### src/hdl/telemetry_frame_encoder_macros.svh
// Assertion macros shared by the telemetry frame encoder modules.
`ifndef TELEMETRY_FRAME_ENCODER_MACROS_SVH
`define TELEMETRY_FRAME_ENCODER_MACROS_SVH

// Same-cycle implication, checked on aclk outside reset.
`define TFE_ASSERT_HOLDS(label, ante, cons, msg) \
    label: assert property (@(posedge aclk) disable iff (!aresetn) (ante) |-> (cons)) \
        else $error(msg);

// Next-cycle implication, checked on aclk outside reset.
`define TFE_ASSERT_NEXT(label, ante, cons, msg) \
    label: assert property (@(posedge aclk) disable iff (!aresetn) (ante) |=> (cons)) \
        else $error(msg);

`endif

### src/hdl/tfe_pkg.sv
// Types and constants shared by the telemetry frame encoder.
package tfe_pkg;

    localparam int unsigned PAYLOAD_BYTES = 13;
    localparam int unsigned PAYLOAD_BITS  = PAYLOAD_BYTES * 8;
    localparam int unsigned S_DATA_BITS   = 144;
    localparam int unsigned M_DATA_BITS   = 8;

    localparam logic [1:0] CMD_SIX_WORDS   = 2'd0;
    localparam logic [1:0] CMD_THREE_WORDS = 2'd1;
    localparam logic [1:0] CMD_LONG        = 2'd2;

    localparam logic [7:0] FRAME_HEADER   = 8'hAA;
    localparam logic [7:0] FRAME_ADDRESS  = 8'hFF;
    localparam logic [7:0] ID_SIX_WORDS   = 8'h01;
    localparam logic [7:0] ID_THREE_WORDS = 8'h03;
    localparam logic [7:0] ID_LONG        = 8'hF1;

    localparam logic [3:0] LEN_SIX_WORDS   = 4'd13;
    localparam logic [3:0] LEN_THREE_WORDS = 4'd7;
    localparam logic [3:0] LEN_LONG        = 4'd8;

    localparam logic [3:0] HEAD_LAST = 4'd3;

    typedef struct packed {
        logic [7:0]              id;
        logic [3:0]              len;
        logic [PAYLOAD_BITS-1:0] payload;
    } frame_entry_t;

    typedef struct packed {
        logic         valid;
        frame_entry_t entry;
    } queue_head_t;

    typedef enum logic [2:0] {
        ST_IDLE,
        ST_HEAD,
        ST_PAYLOAD,
        ST_CHECK1,
        ST_CHECK2
    } back_state_t;

endpackage

### src/hdl/tfe_front.sv
// Front end: accepts records, classifies the command and builds a frame entry.
module tfe_front (
    input  logic                           s_tvalid,
    output logic                           s_tready,
    input  logic [tfe_pkg::S_DATA_BITS-1:0] s_tdata,
    output logic                           push_valid,
    input  logic                           push_ready,
    output tfe_pkg::frame_entry_t          push_entry
);
    import tfe_pkg::*;

    logic [1:0]  command;
    logic [15:0] word_0;
    logic [15:0] word_1;
    logic [15:0] word_2;
    logic [15:0] word_3;
    logic [15:0] word_4;
    logic [15:0] word_5;
    logic [31:0] long_value;
    logic [7:0]  tail_byte;
    logic        known;

    assign command    = s_tdata[1:0];
    assign word_0     = s_tdata[17:2];
    assign word_1     = s_tdata[33:18];
    assign word_2     = s_tdata[49:34];
    assign word_3     = s_tdata[65:50];
    assign word_4     = s_tdata[81:66];
    assign word_5     = s_tdata[97:82];
    assign long_value = s_tdata[129:98];
    assign tail_byte  = s_tdata[137:130];

    always_comb begin
        known = 1'b1;
        push_entry.id = ID_SIX_WORDS;
        push_entry.len = LEN_SIX_WORDS;
        push_entry.payload = {tail_byte, word_5, word_4, word_3, word_2, word_1, word_0};
        case (command)
            CMD_SIX_WORDS: begin
            end
            CMD_THREE_WORDS: begin
                push_entry.id = ID_THREE_WORDS;
                push_entry.len = LEN_THREE_WORDS;
                push_entry.payload = {48'h0, tail_byte, long_value[15:0], word_1, word_0};
            end
            CMD_LONG: begin
                push_entry.id = ID_LONG;
                push_entry.len = LEN_LONG;
                push_entry.payload = {40'h0, long_value, word_1, word_0};
            end
            default: begin
                known = 1'b0;
            end
        endcase
    end

    // An unused command is taken from the stream and dropped.
    assign s_tready   = push_ready;
    assign push_valid = s_tvalid && known;

endmodule

### src/hdl/tfe_queue.sv
// Short queue of frame entries between the front and back ends.
module tfe_queue #(
    parameter int unsigned DEPTH = 2
) (
    input  logic                  aclk,
    input  logic                  aresetn,
    input  logic                  push,
    input  tfe_pkg::frame_entry_t push_entry,
    output logic                  push_ready,
    input  logic                  pop,
    output tfe_pkg::queue_head_t  head
);
    import tfe_pkg::*;

    `include "telemetry_frame_encoder_macros.svh"

    localparam int unsigned PW = (DEPTH > 1) ? $clog2(DEPTH) : 1;
    localparam int unsigned CW = $clog2(DEPTH + 1);

    frame_entry_t  mem_reg [DEPTH];
    logic [PW-1:0] wr_ptr_reg;
    logic [PW-1:0] rd_ptr_reg;
    logic [CW-1:0] count_reg;

    function automatic logic [PW-1:0] ptr_inc(input logic [PW-1:0] p);
        ptr_inc = (p == PW'(DEPTH - 1)) ? '0 : p + PW'(1);
    endfunction

    assign push_ready  = (count_reg != CW'(DEPTH));
    assign head.valid  = (count_reg != '0);
    assign head.entry  = mem_reg[rd_ptr_reg];

    always_ff @(posedge aclk) begin
        if (push) begin
            mem_reg[wr_ptr_reg] <= push_entry;
        end
    end

    always_ff @(posedge aclk) begin
        if (!aresetn) begin
            wr_ptr_reg <= '0;
            rd_ptr_reg <= '0;
            count_reg  <= '0;
        end else begin
            if (push) begin
                wr_ptr_reg <= ptr_inc(wr_ptr_reg);
            end
            if (pop) begin
                rd_ptr_reg <= ptr_inc(rd_ptr_reg);
            end
            if (push && !pop) begin
                count_reg <= count_reg + CW'(1);
            end else if (pop && !push) begin
                count_reg <= count_reg - CW'(1);
            end
        end
    end

    `TFE_ASSERT_HOLDS(a_count_bound, 1'b1, count_reg <= CW'(DEPTH), "queue count exceeds depth")
    `TFE_ASSERT_NEXT(a_push_grows, push && !pop, count_reg == $past(count_reg) + CW'(1), "push lost")
    `TFE_ASSERT_HOLDS(a_pop_nonempty, pop, count_reg != '0, "pop from an empty queue")

endmodule

### src/hdl/tfe_back.sv
// Back end: serializes a frame entry into bytes and computes the two check bytes.
module tfe_back (
    input  logic                 aclk,
    input  logic                 aresetn,
    input  tfe_pkg::queue_head_t head,
    output logic                 pop,
    output logic                 m_tvalid,
    input  logic                 m_tready,
    output logic [7:0]           m_tdata,
    output logic                 m_tlast
);
    import tfe_pkg::*;

    `include "telemetry_frame_encoder_macros.svh"

    back_state_t             state_reg, state_next;
    logic [3:0]              cnt_reg, cnt_next;
    logic [7:0]              id_reg, id_next;
    logic [3:0]              len_reg, len_next;
    logic [PAYLOAD_BITS-1:0] payload_reg, payload_next;
    logic [7:0]              rs_reg, rs_next;
    logic [7:0]              ss_reg, ss_next;
    logic                    m_tvalid_reg;
    logic [7:0]              m_tdata_reg;
    logic                    m_tlast_reg;
    logic                    adv;
    logic                    out_load;
    logic                    summed;
    logic [7:0]              out_byte;
    logic                    out_last;
    logic [7:0]              rs_sum;
    logic                    len_legal;
    logic                    frame_end;

    assign adv = !m_tvalid_reg || m_tready;

    always_ff @(posedge aclk) begin
        if (!aresetn) begin
            state_reg <= ST_IDLE;
        end else begin
            state_reg <= state_next;
        end
    end

    always_ff @(posedge aclk) begin
        cnt_reg     <= cnt_next;
        id_reg      <= id_next;
        len_reg     <= len_next;
        payload_reg <= payload_next;
        rs_reg      <= rs_next;
        ss_reg      <= ss_next;
    end

    always_comb begin
        state_next   = state_reg;
        cnt_next     = cnt_reg;
        id_next      = id_reg;
        len_next     = len_reg;
        payload_next = payload_reg;
        rs_next      = rs_reg;
        ss_next      = ss_reg;
        pop          = 1'b0;
        out_load     = 1'b0;
        summed       = 1'b0;
        out_byte     = 8'h00;
        out_last     = 1'b0;
        case (state_reg)
            ST_IDLE: begin
                if (head.valid) begin
                    pop          = 1'b1;
                    id_next      = head.entry.id;
                    len_next     = head.entry.len;
                    payload_next = head.entry.payload;
                    cnt_next     = '0;
                    rs_next      = '0;
                    ss_next      = '0;
                    state_next   = ST_HEAD;
                end
            end
            ST_HEAD: begin
                if (adv) begin
                    out_load = 1'b1;
                    summed   = 1'b1;
                    case (cnt_reg[1:0])
                        2'd0:    out_byte = FRAME_HEADER;
                        2'd1:    out_byte = FRAME_ADDRESS;
                        2'd2:    out_byte = id_reg;
                        default: out_byte = {4'h0, len_reg};
                    endcase
                    if (cnt_reg == HEAD_LAST) begin
                        cnt_next   = '0;
                        state_next = ST_PAYLOAD;
                    end else begin
                        cnt_next = cnt_reg + 4'd1;
                    end
                end
            end
            ST_PAYLOAD: begin
                if (adv) begin
                    out_load     = 1'b1;
                    summed       = 1'b1;
                    out_byte     = payload_reg[7:0];
                    payload_next = payload_reg >> 8;
                    cnt_next     = cnt_reg + 4'd1;
                    if (cnt_reg == len_reg - 4'd1) begin
                        state_next = ST_CHECK1;
                    end
                end
            end
            ST_CHECK1: begin
                if (adv) begin
                    out_load   = 1'b1;
                    out_byte   = rs_reg;
                    state_next = ST_CHECK2;
                end
            end
            ST_CHECK2: begin
                if (adv) begin
                    out_load = 1'b1;
                    out_byte = ss_reg;
                    out_last = 1'b1;
                    if (head.valid) begin
                        pop          = 1'b1;
                        id_next      = head.entry.id;
                        len_next     = head.entry.len;
                        payload_next = head.entry.payload;
                        cnt_next     = '0;
                        rs_next      = '0;
                        ss_next      = '0;
                        state_next   = ST_HEAD;
                    end else begin
                        state_next = ST_IDLE;
                    end
                end
            end
            default: begin
                state_next = ST_IDLE;
            end
        endcase
        rs_sum = rs_reg + out_byte;
        if (summed) begin
            rs_next = rs_sum;
            ss_next = ss_reg + rs_sum;
        end
    end

    always_ff @(posedge aclk) begin
        if (!aresetn) begin
            m_tvalid_reg <= 1'b0;
        end else if (out_load) begin
            m_tvalid_reg <= 1'b1;
        end else if (m_tready) begin
            m_tvalid_reg <= 1'b0;
        end
    end

    always_ff @(posedge aclk) begin
        if (out_load) begin
            m_tdata_reg <= out_byte;
            m_tlast_reg <= out_last;
        end
    end

    assign m_tvalid = m_tvalid_reg;
    assign m_tdata  = m_tdata_reg;
    assign m_tlast  = m_tlast_reg;

    assign len_legal = len_reg inside {LEN_SIX_WORDS, LEN_THREE_WORDS, LEN_LONG};
    assign frame_end = (state_reg == ST_CHECK2) && out_load;

    `TFE_ASSERT_HOLDS(a_pay_bound, state_reg == ST_PAYLOAD, cnt_reg < len_reg, "payload past length")
    `TFE_ASSERT_NEXT(a_last_mark, frame_end, m_tvalid_reg && m_tlast_reg, "frame end not marked")
    `TFE_ASSERT_HOLDS(a_len_legal, state_reg != ST_IDLE, len_legal, "illegal frame length")

endmodule

### src/hdl/telemetry_frame_encoder.sv
// Telemetry frame encoder: record in, framed byte stream with sum-and-add check out.
// With the back end idle, queue, state and output registers lie between a record and its header.
// Throughput: one byte per cycle while m_tready is high; a frame is 13, 14 or 19 bytes long.
// Queued frames follow without gaps; up to QUEUE_DEPTH records wait between front and back.
// Reset (aresetn low, synchronous) empties the queue and the output register, back end idle.
module telemetry_frame_encoder #(
    parameter int unsigned QUEUE_DEPTH = 2
) (
    input  logic                            aclk,
    input  logic                            aresetn,
    input  logic                            s_tvalid,
    output logic                            s_tready,
    // command, word_0 .. word_5, long_value, tail_byte, zero pad
    input  logic [tfe_pkg::S_DATA_BITS-1:0] s_tdata,
    output logic                            m_tvalid,
    input  logic                            m_tready,
    // frame_byte
    output logic [tfe_pkg::M_DATA_BITS-1:0] m_tdata,
    output logic                            m_tlast
);
    import tfe_pkg::*;

    logic         push_valid;
    logic         push_ready;
    frame_entry_t push_entry;
    logic         pop;
    queue_head_t  head;

    tfe_front u_front (
        .s_tvalid   (s_tvalid),
        .s_tready   (s_tready),
        .s_tdata    (s_tdata),
        .push_valid (push_valid),
        .push_ready (push_ready),
        .push_entry (push_entry)
    );

    tfe_queue #(
        .DEPTH (QUEUE_DEPTH)
    ) u_queue (
        .aclk       (aclk),
        .aresetn    (aresetn),
        .push       (push_valid && push_ready),
        .push_entry (push_entry),
        .push_ready (push_ready),
        .pop        (pop),
        .head       (head)
    );

    tfe_back u_back (
        .aclk     (aclk),
        .aresetn  (aresetn),
        .head     (head),
        .pop      (pop),
        .m_tvalid (m_tvalid),
        .m_tready (m_tready),
        .m_tdata  (m_tdata),
        .m_tlast  (m_tlast)
    );

endmodule
### config.mk
export PLATFORM = sky130hd
export DESIGN_NAME = telemetry_frame_encoder
export DESIGN_NICKNAME = d
export VERILOG_FILES = /design/src/hdl/tfe_pkg.sv /design/src/hdl/tfe_front.sv /design/src/hdl/tfe_queue.sv /design/src/hdl/tfe_back.sv /design/src/hdl/telemetry_frame_encoder.sv
export VERILOG_INCLUDE_DIRS = /design/src /design/src/hdl
export SDC_FILE = /design/constraint.sdc
export NUM_CORES = 1
export LEC_CHECK = 0
export BUFFER_PORTS_ARGS = -buffer_cell sky130_fd_sc_hd__buf_4
export CELL_PAD_IN_SITES_DETAIL_PLACEMENT = 0
export CELL_PAD_IN_SITES_GLOBAL_PLACEMENT = 1
export CORE_ASPECT_RATIO = 1.4
export CORE_UTILIZATION = 53
export DETAILED_ROUTE_END_ITERATION = 16
export GPL_ROUTABILITY_DRIVEN = 0
export PLACE_DENSITY_LB_ADDON = 0.25
export SYNTH_ARGS = -nofsm -noshare
export SYNTH_HDL_FRONTEND = slang
export SYNTH_SLANG_ARGS = --single-unit
export TNS_END_PERCENT = 50
### constraint.sdc
create_clock -name aclk -period 16.4 [get_ports aclk]
set_input_delay 3.28 -clock aclk [delete_from_list [all_inputs] [get_ports aclk]]
set_output_delay 3.28 -clock aclk [all_outputs]
set_load 0.02 [all_outputs]
==> results of run 1 <==
final cells by class:
cell class	instances	area [sq um]	area share
Clock inverter	23	185	0.0103
Timing Repair Buffer	163	1220	0.0681
Inverter	16	62.6	0.00348
Multi-Input combinational cell	601	4330	0.241
Sequential cell	362	10800	0.600
Clock buffer	40	916	0.0510
Tap cell	375	469	0.0261
critical path: cells and delay by family:
family | cells | cell delay [ns]
muxes | 1 | 0.12
xor gates and xnor gates | 1 | 0.10
adders and majority gates | 3 | 0.94
buffers and inverters | 1 | 0.12
and+or+nand+nor | 4 | 1.22
AOI/OAI and AO/OA | 8 | 1.33
worst max-delay path by stage:
stage	depth (start not counted)	slack [ns]	end	from
2_1_floorplan	3	7.30	u_queue.mem_reg[0][0]	s_tdata[0]
3_3_place_gp	18	9.17	u_back.ss_reg[7]	m_tready
3_5_place_dp	18	9.15	u_back.ss_reg[7]	m_tready
4_1_cts	18	9.68	u_back.ss_reg[7]	m_tready
5_1_grt	18	9.42	u_back.ss_reg[7]	m_tready
6_report	18	9.67	u_back.ss_reg[7]	m_tready
metrics by stage:
step           hold WS [ns]  area, sq um  power [uW]  cells
6_report              0.512        18000        3180   1580
5_1_grt               0.540        18000        3360   1580
4_1_cts               0.517        18000        3220   1580
3_5_place_dp          0.506        16900        2450   1517
3_3_place_gp          0.498        16900        2430   1517
2_1_floorplan         0.486        15400        2190   1044
cell usage after synthesis (8+ instances only):
cell type and count:
edfxtp_1 353, nand2_1 121, mux2i_1 111, o31ai_1 96, and2_1 46, nor2_1 32
buf_2 27, clkbuf_1 27, ha_1 26, a22o_1 25, o21ai_0 21, inv_1 16
a22oi_1 14, a21oi_1 13, xor2_1 12, nor2b_1 11, xnor2_1 11, buf_1 9
dfxtp_1 9, a211oi_1 8
layer usage:
metal	vias to the layer above	GRT usage	routed length (microns)
li1	4244	-	-
met1	4280	0.262	12600
met2	202	0.344	15200
met3	46	0.0335	1370
met4	0	0.0636	575
met5	-	0	0
power by group:
group          switching [uW]  internal, uW
Combinational             555           360
Clock                     333           436
Sequential                122          1380
cells by family after synthesis:
| family | share of synthesized area |
|---|---|
| and+or+nand+nor | 0.0736 |
| adders and majority gates | 0.0243 |
| DFF | 0.698 |
| muxes | 0.0749 |
| xor gates and xnor gates | 0.0130 |
| buffers and inverters | 0.0226 |
| AOI/OAI and AO/OA | 0.0931 |
==> impl_metrics.json, run 1 <==
{
  "largest_reg_flops": 216,
  "yosys_most_used_dff": "edfxtp_1",
  "worst_slack_ns": 9.67,
  "cts_max_path_buffers": 3,
  "mostFrequentLayoutCells": "edfxtp_1, buf_4, nand2_1",
  "fill_cells": 2167,
  "worstPathArrival_ns": 7.11,
  "grt_max_degree": 103,
  "numCtsBuffers": 35,
  "slew-limit-headroom": 0.283,
  "yosys.cell_types.count": 51,
  "drive_gt1_frac": 0.196,
  "synth.area.top_cells": "edfxtp_1, mux2i_1, o31ai_1",
  "finClkSkew_ns": 0.0128,
  "dpl_worst_slack_ns": 9.15,
  "finish.net_count": 1355,
  "hp-class": "flop to flop",
  "yosys.area.top_type": "edfxtp_1",
  "peakVddDrop_mv": 0.117,
  "grt_pass1_wl_mm": 46.2,
  "track_usage": 0.201,
  "period_share": 0.411,
  "synthToLayoutAreaGrowth_pct": 16.4,
  "cp_slowest_stage_delay_ns": 0.47,
  "drt-vias-per-instance": 5.55,
  "r2r_slack_ns": 11.93,
  "synth.cell_area_sq_um": 15400,
  "r2r_cells": 17,
  "rsz0062_at_grt": "no",
  "hold_path_end": "u_back.payload_reg[23]",
  "die_h_microns": 204,
  "tns_ns": 0,
  "place.detailed.hpwl_mm": 18.5,
  "diodes": 0,
  "whs_path_depth": 2,
  "crit_path_end_kind": "flop",
  "fmax_ghz": 0.149,
  "port_buffers": 152,
  "synth-async-reset-ratio": 0,
  "critical_path_required_ns": 16.77,
  "critPathSlowestCell": "fa_1",
  "cts_hold_buf": 0,
  "grt_antenna_before_repair": 0,
  "netlist.area_leader.share": 0.687,
  "netlist_instances": 1044,
  "cts_setup_buffers": 0,
  "critPathMostFrequentCell": "a21oi_1",
  "path_clk_slew_ns": 0.06,
  "grt_pass1_vias": 8597,
  "leakage_uw": 0.00632,
  "crit_path_start_kind": "input port",
  "worstSkewPairLatency_ns": 0.52,
  "drc_errors": 0,
  "dieArea_sq_um": 29800,
  "cts_tree": "built",
  "synth-edff-count": 353,
  "worst_pin_slew_ns": 1.07,
  "start_util": 0.542,
  "drt_pass1_iterations": 4,
  "crit_type": "input port to flop",
  "pin_count": 159,
  "status": "complete, no violations",
  "avgSynthCellArea_sq_um": 14.8,
  "rr_endpoint": "u_back.ss_reg[7]",
  "cts-resized-gates": 0,
  "hp-start": "u_back.payload_reg[31]",
  "cts_sinks": 362,
  "synth_seq_cells": 362,
  "slew_violations": 0,
  "r2r-start": "u_back.cnt_reg[0]",
  "report.final.hold_viol_count": 0,
  "htreeDepth": 2,
  "path_max_fanout": 10,
  "seq_area_frac_synth": 0.698,
  "rows": 73,
  "ys_warn_count": 0,
  "crit_chain": "buf_4 -> nor2b_4 -> or3_1 -> o21ai_0 -> a221o_1 -> ha_1 -> fa_1 -> a21o_1 -> a21oi_1 -> o21bai_1 -> a21oi_1 -> xnor2_1 -> ha_1 -> or4_1 -> a21oi_1 -> a311oi_1 -> or2_2 -> mux2i_1",
  "drt-total-wl_mm": 29.8,
  "dr_total_vias": 8772,
  "synth_nets": 1220,
  "cts-root-buf": "clkbuf_16",
  "setup_viol": 0,
  "maxCapViolations": 0,
  "final.min_clock_period_ns": 6.73,
  "coreArea_sq_um": 28500,
  "power.density_nw_per_um2": 177,
  "drt-wirelength-per-cell_microns": 18.8,
  "fin_util": 0.631,
  "final_common_cell": "edfxtp_1",
  "grt-ovfl-total": 0,
  "drt_iter0_drc": 572,
  "die_x_microns": 146,
  "ant_nets": 0
}
Power figures use the tool's default switching activity.
==> run 2, diff against run 1 <==
- CORE_UTILIZATION: 53 -> 44
- clock period: 16.4 -> 6.1 ns (I/O delays scaled with it)
==> impl_metrics.json, run 2 (synthesis gave the netlist of run 1 again) <==
{
  "fmax_ghz": 0.211,
  "r2r-start": "u_back.cnt_reg[1]",
  "cts_setup_buffers": 0,
  "htreeDepth": 2,
  "coreArea_sq_um": 34300,
  "grt-ovfl-total": 0,
  "cp_slowest_stage_delay_ns": 0.47,
  "power.density_nw_per_um2": 478,
  "drt-vias-per-instance": 5.29,
  "path_max_fanout": 10,
  "track_usage": 0.174,
  "rsz0062_at_grt": "no",
  "crit_chain": "buf_4 -> nor2b_4 -> or3_1 -> o21ai_0 -> a221o_1 -> ha_1 -> fa_1 -> a21o_1 -> a21oi_1 -> o21bai_1 -> a21oi_1 -> xnor2_1 -> ha_1 -> or4_1 -> a21oi_1 -> a311oi_1 -> or2_2 -> mux2i_1",
  "largest_reg_flops": 216,
  "cts-root-buf": "clkbuf_16",
  "power.switching_uw": 2730,
  "hp-start": "u_back.payload_reg[19]",
  "intPower_uw": 5950,
  "r2r_slack_ns": 1.56,
  "status": "complete, no violations",
  "tns_ns": 0,
  "die_x_microns": 160,
  "cts-resized-gates": 0,
  "cts_tree": "built",
  "drt-wirelength-per-cell_microns": 18.5,
  "maxCapViolations": 0,
  "critPathSlowestCell": "fa_1",
  "drive_gt1_frac": 0.193,
  "seqCellArea_sq_um": 10800,
  "numCtsBuffers": 36,
  "critical_path_required_ns": 6.46,
  "worst_pin_slew_ns": 1.06,
  "drt_iter0_drc": 560,
  "multiInputGateArea_sq_um": 4330,
  "critPathMostFrequentCell": "a21oi_1",
  "mostFrequentLayoutCells": "edfxtp_1, buf_4, nand2_1",
  "drt-total-wl_mm": 30.7,
  "grt_pass1_vias": 8952,
  "synthToLayoutAreaGrowth_pct": 17.6,
  "place.detailed.hpwl_mm": 19.7,
  "finish.net_count": 1358,
  "hold_path_end": "u_back.payload_reg[11]",
  "slew-limit-headroom": 0.293,
  "whs_path_depth": 2,
  "worstSkewPairLatency_ns": 0.52,
  "cts_hold_buf": 0,
  "rows": 80,
  "path_clk_slew_ns": 0.06,
  "fin_area_sq_um": 18200,
  "switching_share": 0.315,
  "final_common_cell": "edfxtp_1",
  "diodes": 0,
  "final.min_clock_period_ns": 4.74,
  "ant_nets": 0,
  "slew_violations": 0,
  "fill_cells": 2887,
  "setup_viol": 0,
  "port_buffers": 152,
  "rr_endpoint": "u_back.ss_reg[7]",
  "hp-class": "flop to flop",
  "fin_util": 0.529,
  "pin_count": 159,
  "grt_antenna_before_repair": 1,
  "hold_ws_ns": 0.513,
  "crit_path_end_kind": "flop",
  "drc_errors": 0,
  "peakVddDrop_mv": 0.289,
  "post_dp_cell_area_sq_um": 17000,
  "pwr-share-clk": 0.249,
  "seq_power_share": 0.459,
  "crit_path_start_kind": "input port",
  "grt_pass1_wl_mm": 48.2,
  "start_util": 0.450,
  "drt_pass1_iterations": 5,
  "cts_sinks": 362,
  "r2r_cells": 17,
  "dieArea_sq_um": 35800,
  "leakage_uw": 0.00635,
  "cts_max_path_buffers": 3,
  "finClkSkew_ns": 0.0157,
  "power_uw": 8680,
  "crit_type": "input port to flop",
  "die_h_microns": 224,
  "dr_total_vias": 8779,
  "worstPathArrival_ns": 5.10,
  "period_share": 0.777,
  "share_comb_of_total_power": 0.292,
  "grt_max_degree": 106,
  "report.final.hold_viol_count": 0
}
[run 2: cell count changes in the layout (fill, tap and decap cells not counted), sizes merged]
cell,previous run,this run
buf,163,165
clkinv,17,15
clkbuf,40,45
bufinv,2,3
inv,18,16
clkinvlp,2,1
[run 2: through the flow]
step | setup slack [ns] | std cells
6_report | 1.36 | 1659
2_1_floorplan | 1.16 | 1044
3_5_place_dp | 0.825 | 1595
3_3_place_gp | 0.854 | 1595
5_1_grt | 1.03 | 1659
4_1_cts | 1.36 | 1659
[run 2: layer usage]
metal | global-route usage | wire, microns
met3 | 0.0276 | 1340
met1 | 0.222 | 13000
met4 | 0.0562 | 669
met5 | 0 | 0
met2 | 0.303 | 15700
[run 2: layout make-up]
class | instances | area share
Clock buffer | 45 | 0.0538
Clock inverter | 19 | 0.00951
Inverter | 16 | 0.00345
Multi-Input combinational cell | 601 | 0.239
Sequential cell | 362 | 0.594
Tap cell | 451 | 0.0311
Timing Repair Buffer | 165 | 0.0696
[run 2: worst max-delay path by stage]
stage	slack, ns	from	end	cells past startpoint
2_1_floorplan	1.16	s_tdata[0]	u_queue.mem_reg[0][0]	3
5_1_grt	1.03	m_tready	u_back.ss_reg[7]	18
4_1_cts	1.36	m_tready	u_back.ss_reg[7]	18
3_5_place_dp	0.82	m_tready	u_back.ss_reg[7]	18
6_report	1.36	m_tready	u_back.ss_reg[7]	18
3_3_place_gp	0.85	m_tready	u_back.ss_reg[7]	18
[run 2: critical path, delay by kind of cell]
family / cells / cell delay [ns]
fa+ha+maj: 3 / 0.96
buf+inv: 1 / 0.13
mux: 1 / 0.12
compound gates: 8 / 1.38
xor+xnor: 1 / 0.11
simple gates: 4 / 1.19
[run 2: power by group through the flow]
stage	Clock [uW]	Combinational, uW	Sequential (uW)
5_1_grt	2310	2830	4050
3_3_place_gp	0	2550	4030
3_5_place_dp	0	2590	4040
6_report	2160	2540	3980
2_1_floorplan	0	1890	3970
4_1_cts	2220	2600	3990
==> run 3, diff against run 2 <==
- ABC_AREA: default -> 1
- CORE_UTILIZATION: 44 -> 43
- clock period: 6.1 -> 4.3 ns (I/O delays scaled with it)
==> impl_metrics.json, run 3 <==
{
  "drt_iter0_drc": 621,
  "power.density_nw_per_um2": 711,
  "track_usage": 0.176,
  "synth_seq_cells": 362,
  "crit_path_start_kind": "flop",
  "ant_nets": 0,
  "fin_area_sq_um": 18300,
  "cts-root-buf": "clkbuf_16",
  "yosysMostFrequentCell": "edfxtp_1",
  "path_clk_slew_ns": 0.06,
  "synth_fa_ha_area_frac": 0.0238,
  "crit_type": "flop to flop",
  "synth-async-reset-ratio": 0,
  "yosys.area_share.simple": 0.114,
  "synth-edff-count": 353,
  "worst_pin_slew_ns": 1.03,
  "netlist_instances": 1215,
  "slew_violations": 0,
  "grt_antenna_before_repair": 2,
  "cts_tree": "built",
  "post_dp_cell_area_sq_um": 17100,
  "cp_slowest_stage_delay_ns": 0.42,
  "synth_common_cells": "edfxtp_1, nand2_1, o21ai_0",
  "leakage_uw": 0.00711,
  "numCtsBuffers": 36,
  "drt-wirelength-per-cell_microns": 17.1,
  "yosys.cell_types.count": 35,
  "switching_share": 0.344,
  "mostFrequentLayoutCells": "edfxtp_1, nand2_1, buf_4",
  "share_comb_of_total_power": 0.336,
  "hp-class": "flop to flop",
  "drive_gt1_frac": 0.191,
  "largest_reg_flops": 216,
  "finish.net_count": 1565,
  "start_util": 0.438,
  "fill_cells": 3114,
  "synth_top_family_by_area": "simple AND/OR/NAND/NOR gates",
  "path_max_fanout": 4,
  "critPathSlowestCell": "edfxtp_1",
  "critical_path_required_ns": 4.58,
  "grt_pass1_vias": 9288,
  "drt-total-wl_mm": 31.9,
  "final_common_cell": "edfxtp_1",
  "drt-vias-per-instance": 4.97,
  "critPathMostFrequentCell": "inv_1",
  "period_share": 0.939,
  "drc_errors": 0,
  "grt_max_degree": 109,
  "synth_nets": 1391,
  "yosys.area.top_type": "edfxtp_1",
  "ys_warn_count": 0,
  "diodes": 0,
  "crit_path_end_kind": "flop",
  "finClkSkew_ns": 0.0178,
  "power.switching_uw": 4470,
  "fmax_ghz": 0.248,
  "synth.area.mux_share": 0.0580,
  "drt_pass1_iterations": 5,
  "grt-ovfl-total": 0,
  "seq_area_frac_synth": 0.702,
  "hp-start": "u_queue.rd_ptr_reg",
  "place.detailed.hpwl_mm": 20.5,
  "cts_max_path_buffers": 3,
  "setup_viol": 0,
  "dieArea_sq_um": 36500,
  "status": "complete, no violations",
  "peakVddDrop_mv": 0.443,
  "netlist.area_leader.share": 0.691,
  "final.min_clock_period_ns": 4.04,
  "yosys.area_share.xor_xnor": 0.00571,
  "avgSynthCellArea_sq_um": 12.6,
  "tns_ns": 0,
  "slew-limit-headroom": 0.314,
  "grt_pass1_wl_mm": 49.2,
  "crit_start": "u_back.cnt_reg[0]",
  "seq_power_share": 0.443,
  "die_x_microns": 162,
  "pin_count": 159,
  "die_h_microns": 226,
  "maxCapViolations": 0,
  "pwr-share-clk": 0.221,
  "worstSkewPairLatency_ns": 0.52,
  "r2r-start": "u_back.cnt_reg[0]",
  "cts_sinks": 362,
  "synth-compound-area-share": 0.0562,
  "yosys_most_used_dff": "edfxtp_1",
  "port_buffers": 152,
  "intPower_uw": 8520,
  "report.final.hold_viol_count": 0,
  "synth.cell_area_sq_um": 15300,
  "synth.area.top_cells": "edfxtp_1, nand2_1, mux2i_1",
  "dr_total_vias": 9298,
  "htreeDepth": 2,
  "crit_chain": "inv_1 -> ha_1 -> o21ai_1 -> nand4_1 -> ha_2 -> fa_2 -> nand2_1 -> inv_1 -> o21ai_0 -> and2_1 -> o21ai_0 -> a21o_1 -> xnor2_1 -> inv_1 -> ha_1 -> a21oi_1 -> o21ai_0 -> a21oi_2 -> inv_1 -> nand3_2 -> nand2_2 -> nor2_1 -> nor2_1",
  "rows": 81,
  "coreArea_sq_um": 35100,
  "synthToLayoutAreaGrowth_pct": 19.0,
  "worstPathArrival_ns": 4.32,
  "cts_hold_buf": 0
}
run 3: changes by cell type after synthesis, sizes merged, moves of 15 or more:
cell and change:
nand2 +136, and2 -44, nor2 +43, inv +89, o31ai -96, o32ai +15
o21ai +90, mux2i -22, a22o -25, buf -19, nand3 +60
run 3: per-stage QoR:
stage	hold WS (ns)	instances	worst slack (ns)	power (uW)	utilization
after global placement	0.451	1802	-0.287	10100	0.489
after floorplan	0.447	1215	-0.368	8710	-
final	0.461	1870	0.263	13000	0.521
after CTS	0.465	1865	0.0749	13100	0.520
after detailed placement	0.460	1802	-0.337	10200	0.489
after global routing	0.506	1870	-0.0517	13800	0.521
run 3: layer usage:
metal | up-vias | track usage | share of wire
met5 | - | 0 | 0.00053
met4 | 2 | 0.0569 | 0.023
met3 | 54 | 0.0282 | 0.035
met2 | 170 | 0.334 | 0.54
met1 | 4452 | 0.200 | 0.40
li1 | 4620 | - | -
run 3: logic make-up after synthesis:
kind of cell	count (synthesis)
xor+xnor	10
flops	362
mux	89
buf+inv	157
fa+ha+maj	28
compound gates	156
simple gates	413
run 3: power groups by stage:
stage | clock network (uW) | logic (uW) | registers, uW
after floorplan | 0 | 2900 | 5810
after global placement | 0 | 4300 | 5820
after detailed placement | 0 | 4360 | 5840
after CTS | 2950 | 4380 | 5770
after global routing | 3070 | 4890 | 5850
final | 2880 | 4360 | 5760
run 3: critical path, delay by kind of cell, from the launching register on:
family	cells	cell delay, ns
fa+ha+maj	4	1.29
compound gates	7	0.98
buf+inv	4	0.27
simple gates	7	0.65
xor+xnor	1	0.20
flops	1	0.42
run 3: layout make-up:
type / instances / area (sq um) / share of cell area
repair buffers: 187 / 1450 / 0.0796
clock inverters: 19 / 123 / 0.00671
clock buffers: 44 / 952 / 0.0521
flip-flops and latches: 362 / 10800 / 0.590
inverters: 106 / 398 / 0.0218
multi-input cells: 696 / 3990 / 0.218
well taps: 456 / 571 / 0.0312
run 3: final timing paths:
check / end / slack, ns / cells past startpoint
max: u_back.ss_reg[7] / 0.26 / 23
min: flop / 0.46 / 2
max reg2reg: u_back.ss_reg[7] / 0.26 / 23
min reg2reg: flop / 0.46 / 2
run 3: what timing repair did:
item / in CTS / in global routing
endpoints found under the setup margin: 0 / 1
buffers inserted: 0 / 5
gates resized for setup: 0 / 7
